--- src/hw/rtl/salc_pkg.sv ---
// shared types and constants for the set-associative cache statistics block
`default_nettype none
package salc_pkg;
	localparam int unsigned MaxSetsDef = 1024;
	localparam int unsigned MaxWaysDef = 8;
	localparam int unsigned CfgIdxW = 2;
	localparam int unsigned CfgDataW = 4;

	localparam logic [CfgIdxW-1:0] RegBlockLog2 = 2'd0;
	localparam logic [CfgIdxW-1:0] RegSetLog2 = 2'd1;
	localparam logic [CfgIdxW-1:0] RegWays = 2'd2;
	localparam logic [CfgIdxW-1:0] RegPolicy = 2'd3;

	typedef enum logic [1:0] {
		OP_READ = 2'd0,
		OP_WRITE = 2'd1,
		OP_FETCH = 2'd2,
		OP_FLUSH = 2'd3
	} opcode_t;

	typedef struct packed {
		logic [1:0] opcode;
		logic [31:0] address;
	} in_item_t;

	typedef struct packed {
		logic hit;
		logic wrote_back;
		logic [31:0] hit_count;
		logic [31:0] miss_count;
		logic [31:0] read_count;
		logic [31:0] write_count;
		logic [31:0] bytes_from_memory;
		logic [31:0] bytes_to_memory;
	} out_item_t;

	typedef enum logic [2:0] {
		ST_CLEAR,
		ST_IDLE,
		ST_LOOKUP,
		ST_UPDATE,
		ST_FLUSH_RD,
		ST_FLUSH_WR,
		ST_DONE
	} state_t;

	// controller to datapath
	typedef struct packed {
		logic clr_wr;
		logic capture;
		logic lookup_rd;
		logic update_wr;
		logic flush_rd;
		logic flush_wr;
		logic flush_init;
		logic emit;
	} ctrl_t;

	// datapath to controller
	typedef struct packed {
		logic clr_last;
		logic is_flush;
		logic flush_last;
	} stat_t;
endpackage
`default_nettype wire

--- src/hw/rtl/salc_ctrl.sv ---
// controller state machine for the cache statistics block
`default_nettype none
module salc_ctrl (
	input wire logic clk,
	input wire logic arst_n,
	input wire logic start,
	input wire salc_pkg::stat_t stat,
	output logic busy,
	output salc_pkg::ctrl_t ctrl
);
	import salc_pkg::*;

	state_t state_q, state_d;

	always_ff @(posedge clk or negedge arst_n) begin
		if (!arst_n) state_q <= ST_CLEAR;
		else state_q <= state_d;
	end

	always_comb begin
		state_d = state_q;
		unique case (state_q)
			ST_CLEAR: if (stat.clr_last) state_d = ST_IDLE;
			ST_IDLE: if (start) state_d = ST_LOOKUP;
			ST_LOOKUP: state_d = stat.is_flush ? ST_FLUSH_RD : ST_UPDATE;
			ST_UPDATE: state_d = ST_IDLE;
			ST_FLUSH_RD: state_d = ST_FLUSH_WR;
			ST_FLUSH_WR: state_d = stat.flush_last ? ST_DONE : ST_FLUSH_RD;
			ST_DONE: state_d = ST_IDLE;
			default: state_d = ST_IDLE;
		endcase
	end

	always_comb begin
		ctrl = '0;
		busy = 1'b1;
		unique case (state_q)
			ST_CLEAR: ctrl.clr_wr = 1'b1;
			ST_IDLE: begin
				busy = 1'b0;
				ctrl.capture = start;
			end
			ST_LOOKUP: begin
				ctrl.lookup_rd = !stat.is_flush;
				ctrl.flush_init = stat.is_flush;
				ctrl.flush_rd = stat.is_flush;
			end
			ST_UPDATE: begin
				ctrl.update_wr = 1'b1;
				ctrl.emit = 1'b1;
			end
			ST_FLUSH_RD: ctrl.flush_rd = 1'b1;
			ST_FLUSH_WR: ctrl.flush_wr = 1'b1;
			ST_DONE: ctrl.emit = 1'b1;
			default: ctrl = '0;
		endcase
	end
endmodule
`default_nettype wire

--- config.mk ---
export PLATFORM = sky130hd
export DESIGN_NAME = salc_ctrl
export DESIGN_NICKNAME = d
export VERILOG_FILES = /design/src/hw/rtl/salc_pkg.sv /design/src/hw/rtl/salc_ctrl.sv
export SDC_FILE = /design/constraint.sdc
export NUM_CORES = 1
export LEC_CHECK = 0
export ABC_AREA = 0
export BUFFER_PORTS_ARGS = -buffer_cell sky130_fd_sc_hd__buf_2
export CAP_MARGIN = 20
export CORE_AREA = 4 4 41 43
export DETAILED_ROUTE_END_ITERATION = 10
export DIE_AREA = 0 0 45 47
export SKIP_LAST_GASP = 1
export SYNTH_ARGS = -nofsm -noshare
export SYNTH_HDL_FRONTEND = slang
export SYNTH_SLANG_ARGS = --single-unit
--- constraint.sdc ---
create_clock -name clk -period 1.44 [get_ports clk]
set_clock_uncertainty 0.15 [all_clocks]
set_input_delay 0.288 -clock clk [delete_from_list [all_inputs] [get_ports clk]]
set_output_delay 0.288 -clock clk [all_outputs]
set_load 0.05 [all_outputs]
======== Yosys cells after proc, flatten, opt, wreduce, memory -nomap -nowiden ========
Index checks and enable logic that the tools add are counted.
cells by class
  equality and inequality tests ........... 8
  mux-type cells .......................... 14
  reductions and logical operators ........ 4
operators with widths
  cell                                            number
  one-hot mux 3 bit (5 select lines)              1
  == test 3 bit (second input constant)           3
  2-to-1 mux 3 bit                                3
  2-to-1 mux 1 bit                                8
  == test 3 x 2 -> 1 bit (second input constant)  2
  inequality test 2 bit (second input constant)   2
  == test 3 x 1 -> 1 bit (second input constant)  1
  zero test 3 bit                                 1
  2-to-1 mux 2 bit                                1
  one-hot mux 1 bit (2 select lines)              1
  AND reduction 2 bit                             1
  OR reduction 2 bit                              1
  zero test 1 bit                                 1
word-level totals
  bits in registers ....................... 3
  input port bits ......................... 6
  output and inout port bits .............. 9
  logic and storage cells ................. 27

======== Logic depth before layout (Yosys ltp) ========
Gate-level depths: netlist of the first run.
  depth in word-level cells ............... 3
  gate-level depth with buffers ........... 3
  gate-level depth less buffers ........... 2

======== Worst setup path after synthesis of the first run ========
No wires, ideal clock.
  path type ............................... reg2out
  from .................................... register state_q[1]
  to ...................................... output port ctrl[6] in the netlist's numbering
  data arrival time ....................... 1.758 ns
  required time ........................... 1.002 ns
  path slack .............................. -0.756 ns
  cell stages (with the launch flop) ...... 3
  path buffers ............................ 0
  cells stage by stage .................... dfrtp_1 > nand2b_1 > nor3b_1
RTL lines
  item                    RTL line         source
  from (decl)             salc_ctrl.sv:13  state_t state_q, state_d;
  from (signal assigned)  salc_ctrl.sv:17  else state_q <= state_d;
  to (decl)               salc_ctrl.sv:9   output salc_pkg::ctrl_t ctrl

==> results by group, run 1 <==
Status
  • Status: finished with violations
  • Violations in the final reports: negative setup slack

CTS
  • Clock root cell: clkbuf_4
  • TritonCTS clock tree: built
  • Clk_lat worst skew: 230 ps
  • Count of clock tree sinks: 3
  • Clock buffer depth: 2
  • Clock transition at the registers of the reported paths: 30 ps
  • H-tree lvl count: 1
  • Inserted Clock Buffers: 3

Timing
  • Max Transition Viols Final: 0
  • Tmin final: 1678 ps
  • Transition time at the pin with the least slew margin: 326.5 ps
  • Worst rel slew slack: 0.7804
  • Highest Clock Rate: 595.9 MHz
  • Hold violation total from the final report: 0
  • Final WS setup: -238.2 ps
  • Setup repair after global routing missed its margin: true
  • Setup violators final: 10
  • Final clock period utilization by the worst path: 1.165

Synthesis
  • Cell taking the most area after synthesis: dfrtp_1
  • Cell count after synthesis: 27
  • Syn Nets: 33
  • Ys Warns: 0
  • Number of enable-type register cells in the synthesized netlist: 0
  • Largest cells by area after synthesis: dfrtp_1, nand2b_1, a211oi_2
  • Sequential element share of the synthesized area: 0.3077
  • Ranking of synthesized cells by instance count: nand2b_1, dfrtp_1, and2_1, nor3_1
  • Async set or reset register ratio after synthesis: 1.000
  • Number of unique standard cell types used by synthesis: 19
  • Post-synthesis register bit count: 3
  • Synthesized area per cell: 9.036 um2
  • Cell area after technology mapping: 244.0 um2
  • Top cell type's share of synthesized area: 0.3077
  • Cell with the most instances after synthesis: nand2b_1
  • Most instantiated flip-flop cell in the synthesis netlist: dfrtp_1

Routing
  • Via count of the routed design: 334
  • Post-DRT Antenna Nets: 0
  • TritonRoute pass-1 iters: 2
  • Number of remaining DRC errors: 0
  • Number of vias per cell: 4.395
  • Drt wl/cell: 11.88 um
  • Drt total wl: 903 um
  • Initial DRC count: 3

Power
  • Total power density per cell area: 2925 nW/um2
  • Switching share of total power: 0.4600
  • Net switching power: 872.2 uW
  • Part of the total power dissipated in the clock network: 0.076
  • Total leakage power: 0.3074 nW
  • Proportion of power drawn by combinational gates: 0.803
  • Portion of total power attributed to sequential cells: 0.120
  • Cell Int Power: 1.024 mW
  • Max VDD drop: 0.001025 V

Floorplan
  • Die area: 2115 um2
  • Num rows: 13
  • Effective utilization at floorplan: 0.1875
  • Number of placed I/O pins: 15
  • Die Span Y: 47 um
  • Std-Cell Core Area: 1301 um2
  • Overall die width: 45 um

Worst setup path
  • Crit path max-delay cell type: dfrtp_2
  • Largest stage delay on the critical path: 440 ps
  • Critical Path Fanout Max: 6
  • Critical path startpoint category: flip-flop
  • Signal arrival time at the worst endpoint: 1240 ps
  • Reg2Reg Depth: 5
  • Dominant cell type by count on the critical path: buf_6
  • Crit Path Category: reg -> out
  • Required @ worst endpoint: 1000 ps
  • Ordered list of cells on the worst path: buf_6 -> nand3b_1 -> a21oi_2 -> buf_6
  • Crit end category: output pin

Global routing
  • Number of antenna violations at the first check in global routing: 0
  • Pin count of the biggest net entering global routing: 8
  • Number of global-route vias before repair: 373
  • GR Util All Layers: 0.1006
  • Global-route wire length before repair: 1.476 mm
  • Aggregate global routing overflow: 0

Final layout
  • Utilization of the core after routing: 0.4981
  • Post-layout net count: 68
  • Layout overhead on the synthesized area: 165.6%
  • Cell Count, Final, Fillers Out: 76
  • Max FFs per register: 3
  • Number of inserted diodes: 0
  • Largest registers: state_q (3)
  • Register ranked first by flip-flop count: state_q
  • Layout cells sized above 1: 0.8361
  • Fill count: 116

Min path
  • Min-Delay Path Depth: 2
  • Worst hold path class: in -> reg

Job
  • Number of max-cap violations: 0

Placed design
  • GP Congestion: 0.7059
  • Number of buffers added on ports: 14
  • Detailed-placement wirelength estimate: 578.5 um
  • # placed instances: 66
## layout by cell type, fill, tap and decap left out
| master | n |
|---|---|
| a21oi_2 | 1 |
| nand3b_1 | 1 |
| buf_2 | 5 |
| inv_1 | 1 |
| buf_6 | 9 |
| mux2i_1 | 1 |
| dfrtp_2 | 3 |
| nand2b_4 | 3 |
| nand2b_2 | 1 |
| and4bb_2 | 1 |
| buf_4 | 13 |
| xor2_1 | 1 |
| nor3b_4 | 1 |
| dlygate4sd3_1 | 1 |
| buf_8 | 4 |
| nor2_2 | 1 |
| or2_0 | 1 |
| a211oi_2 | 1 |
| nand2b_1 | 1 |
| clkbuf_4 | 3 |
| nor2b_4 | 1 |
| nor4_1 | 1 |
| nor3_4 | 2 |
| o32ai_1 | 1 |
| and2_4 | 2 |
| clkbuf_1 | 1 |
## metal layers
layer  up-vias  GRT usage  part of all wire
li1        162          -                 -
met1       156    0.09382              0.36
met2        12     0.1808              0.55
met3         4    0.03065             0.051
met4         0    0.08187             0.042
met5         -          0                 0
## kinds of logic after synthesis
| logic type | count (synthesis) | share of synthesized area |
|---|---|---|
| AO/OA/AOI/OAI | 3 | 0.1077 |
| AND/OR/NAND/NOR | 16 | 0.4257 |
| XOR/XNOR | 1 | 0.03590 |
| multiplexers | 1 | 0.04103 |
| buffers and inverters | 3 | 0.08201 |
| flip-flops | 3 | 0.3077 |
## worst max-delay path, delay by kind of cell (launching register included)
| kind | cells | cell delay, ps |
|---|---|---|
| flip-flops | 1 | 440 |
| AND/OR/NAND/NOR | 1 | 90 |
| AO/OA/AOI/OAI | 1 | 180 |
| buffers and inverters | 2 | 300 |
## power groups by stage
stage	logic, mW	clock network, mW	registers [mW]
5_1_grt	1.61	0.162	0.240
4_1_cts	1.46	0.151	0.223
2_1_floorplan	0.769	0	0.159
3_5_place_dp	1.07	0	0.211
3_3_place_gp	1.05	0	0.210
6_report	1.52	0.145	0.228
## final cells by class
type | count | area [um2] | share of cell area
Multi-Input combinational cell | 21 | 226.5 | 0.3494
Tap cell | 15 | 18.77 | 0.02896
Sequential cell | 3 | 78.83 | 0.1216
Clock buffer | 4 | 26.28 | 0.04054
Inverter | 1 | 3.754 | 0.005792
Timing Repair Buffer | 32 | 294.0 | 0.4537
## metrics by stage
| stage | hold WS [ps] | area [um2] | setup WS, ps | TNS (ps) | power [mW] |
|---|---|---|---|---|---|
| 2_1_floorplan | -157.6 | 289.0 | -171.1 | -796.6 | 0.9285 |
| 3_3_place_gp | -66.06 | 451.7 | -133.3 | -670.9 | 1.263 |
| 3_5_place_dp | -65.56 | 451.7 | -141.3 | -791.3 | 1.277 |
| 4_1_cts | 204.8 | 626.9 | -221.3 | -1906 | 1.835 |
| 5_1_grt | 211.9 | 648.1 | -299.4 | -2618 | 2.011 |
| 6_report | 210.7 | 648.1 | -238.2 | -2004 | 1.896 |
## worst paths after layout
kind,end,start,slack [ps]
min reg2reg,state_q[1]$_DFFE_PN0P_,state_q[2]$_DFFE_PN0P_,580
max in group asynchronous,state_q[0]$_DFFE_PN0P_,arst_n,790
max,ctrl[3],state_q[1]$_DFFE_PN0P_,-240
min,state_q[1]$_DFFE_PN0P_,stat[1],210
max reg2reg,state_q[0]$_DFFE_PN0P_,state_q[2]$_DFFE_PN0P_,-90
min in group asynchronous,state_q[2]$_DFFE_PN0P_,arst_n,230
## repair_timing
action | CTS | global route
cloned | 0 | 0
gates resized for setup | 36 | 3
hold buffers | 1 | 0
setup buffers | 4 | 1
setup endpoints to repair | 9 | 11
endpoints found under the hold margin | 3 | 0
pin swaps | 4 | 1
(Power assumes the default switching activity.)
==> inputs of run 2 (changes only) <==
Settings changed: RECOVER_POWER set to 25.
Clock period 1.44 ns to 2.1 ns, I/O delays scaled along.
==> run 2 against run 1 <==
- the run now ends clean
- non-clock buffer count fell by 17
- utilization fell by 22 points
- wire length fell by 33%
- count of clock-buffer cells in the layout did not move
- critical path type unchanged
- critical endpoint is now ctrl[1]
- largest cell class is now multi-input combinational cells
==> results by group, run 2 (synthesis gave the netlist of run 1 again) <==
Status
  • Status: finished clean (was finished with violations)

Final layout
  • Utilization of the core after routing: 0.2827 (was 0.4981)
  • Cell Count, Final, Fillers Out: 59 (was 76)
  • Layout cells sized above 1: 0.4773 (was 0.8361)
  • Post-layout net count: 51 (was 68)
  • Register ranked first by flip-flop count: state_q (unchanged)
  • Number of inserted diodes: 0 (unchanged)
  • Layout overhead on the synthesized area: 50.77% (was 165.6%)
  • Max FFs per register: 3 (unchanged)
  • Largest registers: state_q (3) (unchanged)
  • Leading cell types in the layout, fill and taps excluded: buf_2, nand2b_1, clkbuf_4 (was buf_4, buf_6, buf_2, buf_8)
  • Fill count: 149 (was 116)
  • Commonest non-fill, non-tap cell in the layout: buf_2 (was buf_4)

Timing
  • Total negative setup slack: 0 ps (was -2004 ps)
  • Max Transition Viols Final: 0 (unchanged)
  • Setup repair after global routing missed its margin: false (was true)
  • Setup violators final: 0 (was 10)
  • Tmin final: 1968 ps
  • Hold violation total from the final report: 0 (unchanged)
  • Highest Clock Rate: 508.2 MHz
  • Transition time at the pin with the least slew margin: 367.5 ps (was 326.5 ps)
  • Final clock period utilization by the worst path: 0.9371
  • Worst rel slew slack: 0.7550 (was 0.7804)

Global routing
  • Aggregate global routing overflow: 0 (unchanged)
  • Pin count of the biggest net entering global routing: 13 (was 8)
  • Global-route wire length before repair: 1.035 mm (was 1.476 mm)
  • Number of antenna violations at the first check in global routing: 0 (unchanged)
  • Number of global-route vias before repair: 243 (was 373)
  • GR Util All Layers: 0.07668 (was 0.1006)

Min path
  • Worst Hold Launch: stat[1] (unchanged)
  • Worst hold path class: in -> reg (unchanged)
  • Endpoint, Worst Hold: state_q[1]$_DFFE_PN0P_ (unchanged)
  • Min-Delay Path Depth: 2 (unchanged)

Routing
  • Via count of the routed design: 245 (was 334)
  • Number of remaining DRC errors: 0 (unchanged)
  • Drt total wl: 608 um (was 903 um)
  • Drt wl/cell: 10.31 um (was 11.88 um)
  • Number of vias per cell: 4.153 (was 4.395)
  • Post-DRT Antenna Nets: 0 (unchanged)
  • TritonRoute pass-1 iters: 2 (unchanged)
  • Initial DRC count: 3 (unchanged)

CTS
  • H-tree lvl count: 1 (unchanged)
  • Setup Fix Bufs, Post-CTS: 0 (was 4)
  • Clock root cell: clkbuf_4 (unchanged)
  • Inserted Clock Buffers: 3 (unchanged)
  • Count of clock tree sinks: 3 (unchanged)
  • Clk_lat worst skew: 240 ps (was 230 ps)
  • TritonCTS clock tree: built (unchanged)
  • Clock transition at the registers of the reported paths: 30 ps (about the same)
  • Clock buffer depth: 2 (unchanged)

Floorplan
  • Num rows: 13 (unchanged)
  • Die area: 2115 um2 (unchanged)
  • Effective utilization at floorplan: 0.1875 (unchanged)
  • Overall die width: 45 um (unchanged)
  • Std-Cell Core Area: 1301 um2 (unchanged)
  • Number of placed I/O pins: 15 (unchanged)
  • Die Span Y: 47 um (unchanged)

Worst setup path
  • Signal arrival time at the worst endpoint: 1400 ps (was 1240 ps)
  • Crit path max-delay cell type: dfrtp_1 (was dfrtp_2)
  • Buffers plus inverters on the worst setup path: 1 (was 2)
  • Required @ worst endpoint: 1530 ps (was 1000 ps)
  • Crit end category: output pin (unchanged)
  • Critical path startpoint category: flip-flop (unchanged)
  • Largest stage delay on the critical path: 500 ps (was 440 ps)
  • Crit Path Category: reg -> out (unchanged)
  • Reg2Reg Depth: 2 (was 5)
  • Critical Path Fanout Max: 12 (was 6)
  • Ordered list of cells on the worst path: and4bb_1 -> buf_2 (was buf_6 -> nand3b_1 -> a21oi_2 -> buf_6)
  • End of the worst register-to-register path: state_q[1]$_DFFE_PN0P_ (was state_q[0]$_DFFE_PN0P_)
  • Worst reg-to-reg setup slack: 800 ps (was -90 ps)
  • Kind of cell adding the most delay to the critical path: flip-flops (unchanged)
  • Startpoint of the worst register-to-register path: state_q[2]$_DFFE_PN0P_ (unchanged)

Placed design
  • # placed instances: 54 (was 66)
  • Detailed-placement wirelength estimate: 466.6 um (was 578.5 um)
  • Number of buffers added on ports: 14 (unchanged)
  • GP Congestion: 0.7820 (was 0.7059)

Job
  • Number of max-cap violations: 0 (unchanged)
run 2: cell count changes in the layout (fill, tap and decap cells not counted), sizes merged:
cell	before	now
clkbuf	4	5
buf	31	13
run 2: worst register-to-register path, stage by stage, from the launching register on:
cell,delay (ps)
dfrtp_1,500
nand2b_1,250
o32ai_1,280
run 2: how the worst max path moves through the flow:
stage,startpoint,to,slack (ps),cells past startpoint
6_report,state_q[2]$_DFFE_PN0P_,ctrl[1],130,2
3_5_place_dp,state_q[0]$_DFFE_PN0P_,ctrl[2],320,3
5_1_grt,state_q[2]$_DFFE_PN0P_,ctrl[3],40,3
3_3_place_gp,state_q[0]$_DFFE_PN0P_,ctrl[2],330,3
4_1_cts,state_q[0]$_DFFE_PN0P_,ctrl[2],50,3
2_1_floorplan,state_q[2]$_DFFE_PN0P_,ctrl[3],80,3
run 2: repair_timing:
action                     in CTS  in global routing
hold buffers                    1                  0
hold endpoints to repair        3                  0
setup endpoints to repair       0                  1
gates resized for setup         0                  1
run 2: routing by layer:
| layer | GRT usage | routed length (um) | up-vias |
|---|---|---|---|
| met3 | 0.03448 | 76 | 3 |
| li1 | - | - | 127 |
| met4 | 0.1228 | 28 | 0 |
| met1 | 0.07973 | 254 | 102 |
| met2 | 0.09040 | 249 | 13 |
| met5 | 0 | 0 | - |
run 2: stage by stage:
step,hold slack [ps],cell area (um2),setup slack (ps)
5_1_grt,328.3,367.9,37.55
2_1_floorplan,-25.59,259.0,78.82
3_3_place_gp,65.96,331.6,327.8
6_report,306.4,367.9,132.2
4_1_cts,306.5,367.9,52.15
3_5_place_dp,67.23,331.6,316.3
run 2: final cells by class:
cell class | instances | area (um2) | area share
repair buffers | 15 | 78.83 | 0.2143
well taps | 15 | 18.77 | 0.05102
clock buffers | 4 | 26.28 | 0.07143
multi-input cells | 21 | 163.9 | 0.4456
flip-flops and latches | 3 | 76.32 | 0.2075
inverters | 1 | 3.754 | 0.01020
Power of run 2 is left out: the tool's default activity adds up to more than one toggle a clock period on the data nets, which glitch-free logic cannot reach.
==> inputs of run 3 (changes only) <==
Clock period 2.1 ns to 2.6 ns, I/O delays scaled along.
==> run 3 against run 2 <==
- utilization shrank 1.3 points
- non-clock buffer count is the same
- cell count is the same
- highest routed layer unchanged
==> results by group, run 3 (synthesis gave the netlist of run 1 again) <==
Worst setup path
  • Worst reg-to-reg setup slack: 1370 ps (was 800 ps)
  • Critical Path Fanout Max: 10 (was 12)
  • Reg2Reg Depth: 2 (unchanged)
  • Required @ worst endpoint: 1930 ps (was 1530 ps)
  • Crit Path Category: reg -> out (unchanged)
  • Signal arrival time at the worst endpoint: 1410 ps (was 1400 ps)
  • Critical path startpoint category: flip-flop (unchanged)
  • Crit end category: output pin (unchanged)

CTS
  • Inserted Clock Buffers: 3 (unchanged)
  • Count of clock tree sinks: 3 (unchanged)
  • H-tree lvl count: 1 (unchanged)
  • Clock transition at the registers of the reported paths: 40 ps (was 30 ps)
  • Clk_lat worst skew: 240 ps (about the same)
  • Clock root cell: clkbuf_4 (unchanged)
  • TritonCTS clock tree: built (unchanged)
  • Setup Fix Bufs, Post-CTS: 0 (unchanged)
  • Clock buffer depth: 2 (unchanged)

Final layout
  • Post-layout net count: 51 (unchanged)
  • Register ranked first by flip-flop count: state_q (unchanged)
  • Total area of multi-input combinational cells: 148.9 um2 (was 163.9 um2)
  • Layout cells sized above 1: 0.3864 (was 0.4773)
  • Flip-flop and latch area: 75.07 um2 (was 76.32 um2)
  • Max FFs per register: 3 (unchanged)
  • Utilization of the core after routing: 0.2702 (was 0.2827)
  • Commonest non-fill, non-tap cell in the layout: buf_2 (unchanged)
  • Largest registers: state_q (3) (unchanged)
  • Leading cell types in the layout, fill and taps excluded: buf_2, nand2b_1, clkbuf_4, dfrtp_1 (was buf_2, nand2b_1, clkbuf_4)
  • Fill count: 156 (was 149)
  • Layout overhead on the synthesized area: 44.10% (was 50.77%)
  • Number of inserted diodes: 0 (unchanged)

Routing
  • Drt total wl: 600 um (was 608 um)
  • Post-DRT Antenna Nets: 0 (unchanged)
  • Number of remaining DRC errors: 0 (unchanged)
  • Via count of the routed design: 248 (was 245)
  • Drt wl/cell: 10.17 um (was 10.31 um)
  • Number of vias per cell: 4.203 (was 4.153)
  • Initial DRC count: 0 (was 3)
  • TritonRoute pass-1 iters: 1 (was 2)

Global routing
  • Global-route wire length before repair: 910 um (was 1.035 mm)
  • Number of global-route vias before repair: 237 (was 243)
  • Number of antenna violations at the first check in global routing: 0 (unchanged)
  • GR Util All Layers: 0.06804 (was 0.07668)
  • Pin count of the biggest net entering global routing: 13 (unchanged)
  • Aggregate global routing overflow: 0 (unchanged)

Timing
  • Max Transition Viols Final: 0 (unchanged)
  • Highest Clock Rate: 481.8 MHz
  • Setup violators final: 0 (unchanged)
  • Final clock period utilization by the worst path: 0.7983
  • Worst rel slew slack: 0.7618 (was 0.7550)
  • Hold violation total from the final report: 0 (unchanged)
  • Tmin final: 2076 ps
  • Setup repair after global routing missed its margin: false (unchanged)
  • Transition time at the pin with the least slew margin: 354.0 ps (was 367.5 ps)
  • Total negative setup slack: 0 ps (unchanged)

Placed design
  • Number of buffers added on ports: 14 (unchanged)
  • GP Congestion: 0.7143 (was 0.7820)
  • Detailed-placement wirelength estimate: 467.9 um (was 466.6 um)

Floorplan
  • Effective utilization at floorplan: 0.1875 (unchanged)
  • Die area: 2115 um2 (unchanged)
  • Overall die width: 45 um (unchanged)
  • Die Span Y: 47 um (unchanged)
  • Number of placed I/O pins: 15 (unchanged)
  • Num rows: 13 (unchanged)
  • Std-Cell Core Area: 1301 um2 (unchanged)

Status
  • Status: finished clean (unchanged)

Job
  • Number of max-cap violations: 0 (unchanged)

Min path
  • Min-Delay Path Depth: 2 (unchanged)
  • Worst hold path class: in -> reg (unchanged)
[run 3: worst max-delay path, stage by stage (launching register included)]
cell and delay, ps:
dfrtp_1 490, nor2b_1 270, and2_1 150, buf_2 250
[run 3: through the flow]
stage               cell area [um2]  setup slack [ps]  hold slack [ps]  std cells
floorplan                     244.0             171.9            74.41         27
global placement              316.6             746.1            167.6         54
detailed placement            316.6             744.5            167.0         54
CTS                           352.8             489.5            368.9         59
global route                  351.6             387.3            410.3         59
finish                        351.6             524.4            380.7         59
[run 3: routing by layer]
layer,vias up,global-route usage,part of all wire
met5,-,0,0
met4,0,0.1053,0.033
met3,2,0.03448,0.10
met2,12,0.07910,0.45
met1,105,0.07078,0.41
li1,129,-,-
[run 3: what timing repair did]
action                                 CTS  global route
gates resized for setup                  0             0
endpoints found under the hold margin    3             0
hold buffers                             1             0
[run 3: final timing paths]
check	from	end
worst max register to register	state_q[2]$_DFFE_PN0P_	state_q[2]$_DFFE_PN0P_
max in group asynchronous	arst_n	state_q[0]$_DFFE_PN0P_
worst min-delay path	stat[1]	state_q[1]$_DFFE_PN0P_
min in group asynchronous	arst_n	state_q[1]$_DFFE_PN0P_
worst min register to register	state_q[0]$_DFFE_PN0P_	state_q[1]$_DFFE_PN0P_
worst max-delay path	state_q[0]$_DFFE_PN0P_	ctrl[2]
[run 3: layout make-up]
type,count,share of cell area
clock buffers,4,0.07473
inverters,1,0.01068
multi-input cells,21,0.4235
flip-flops and latches,3,0.2135
well taps,15,0.05338
repair buffers,15,0.2242
Power of run 3 is left out for the same reason.
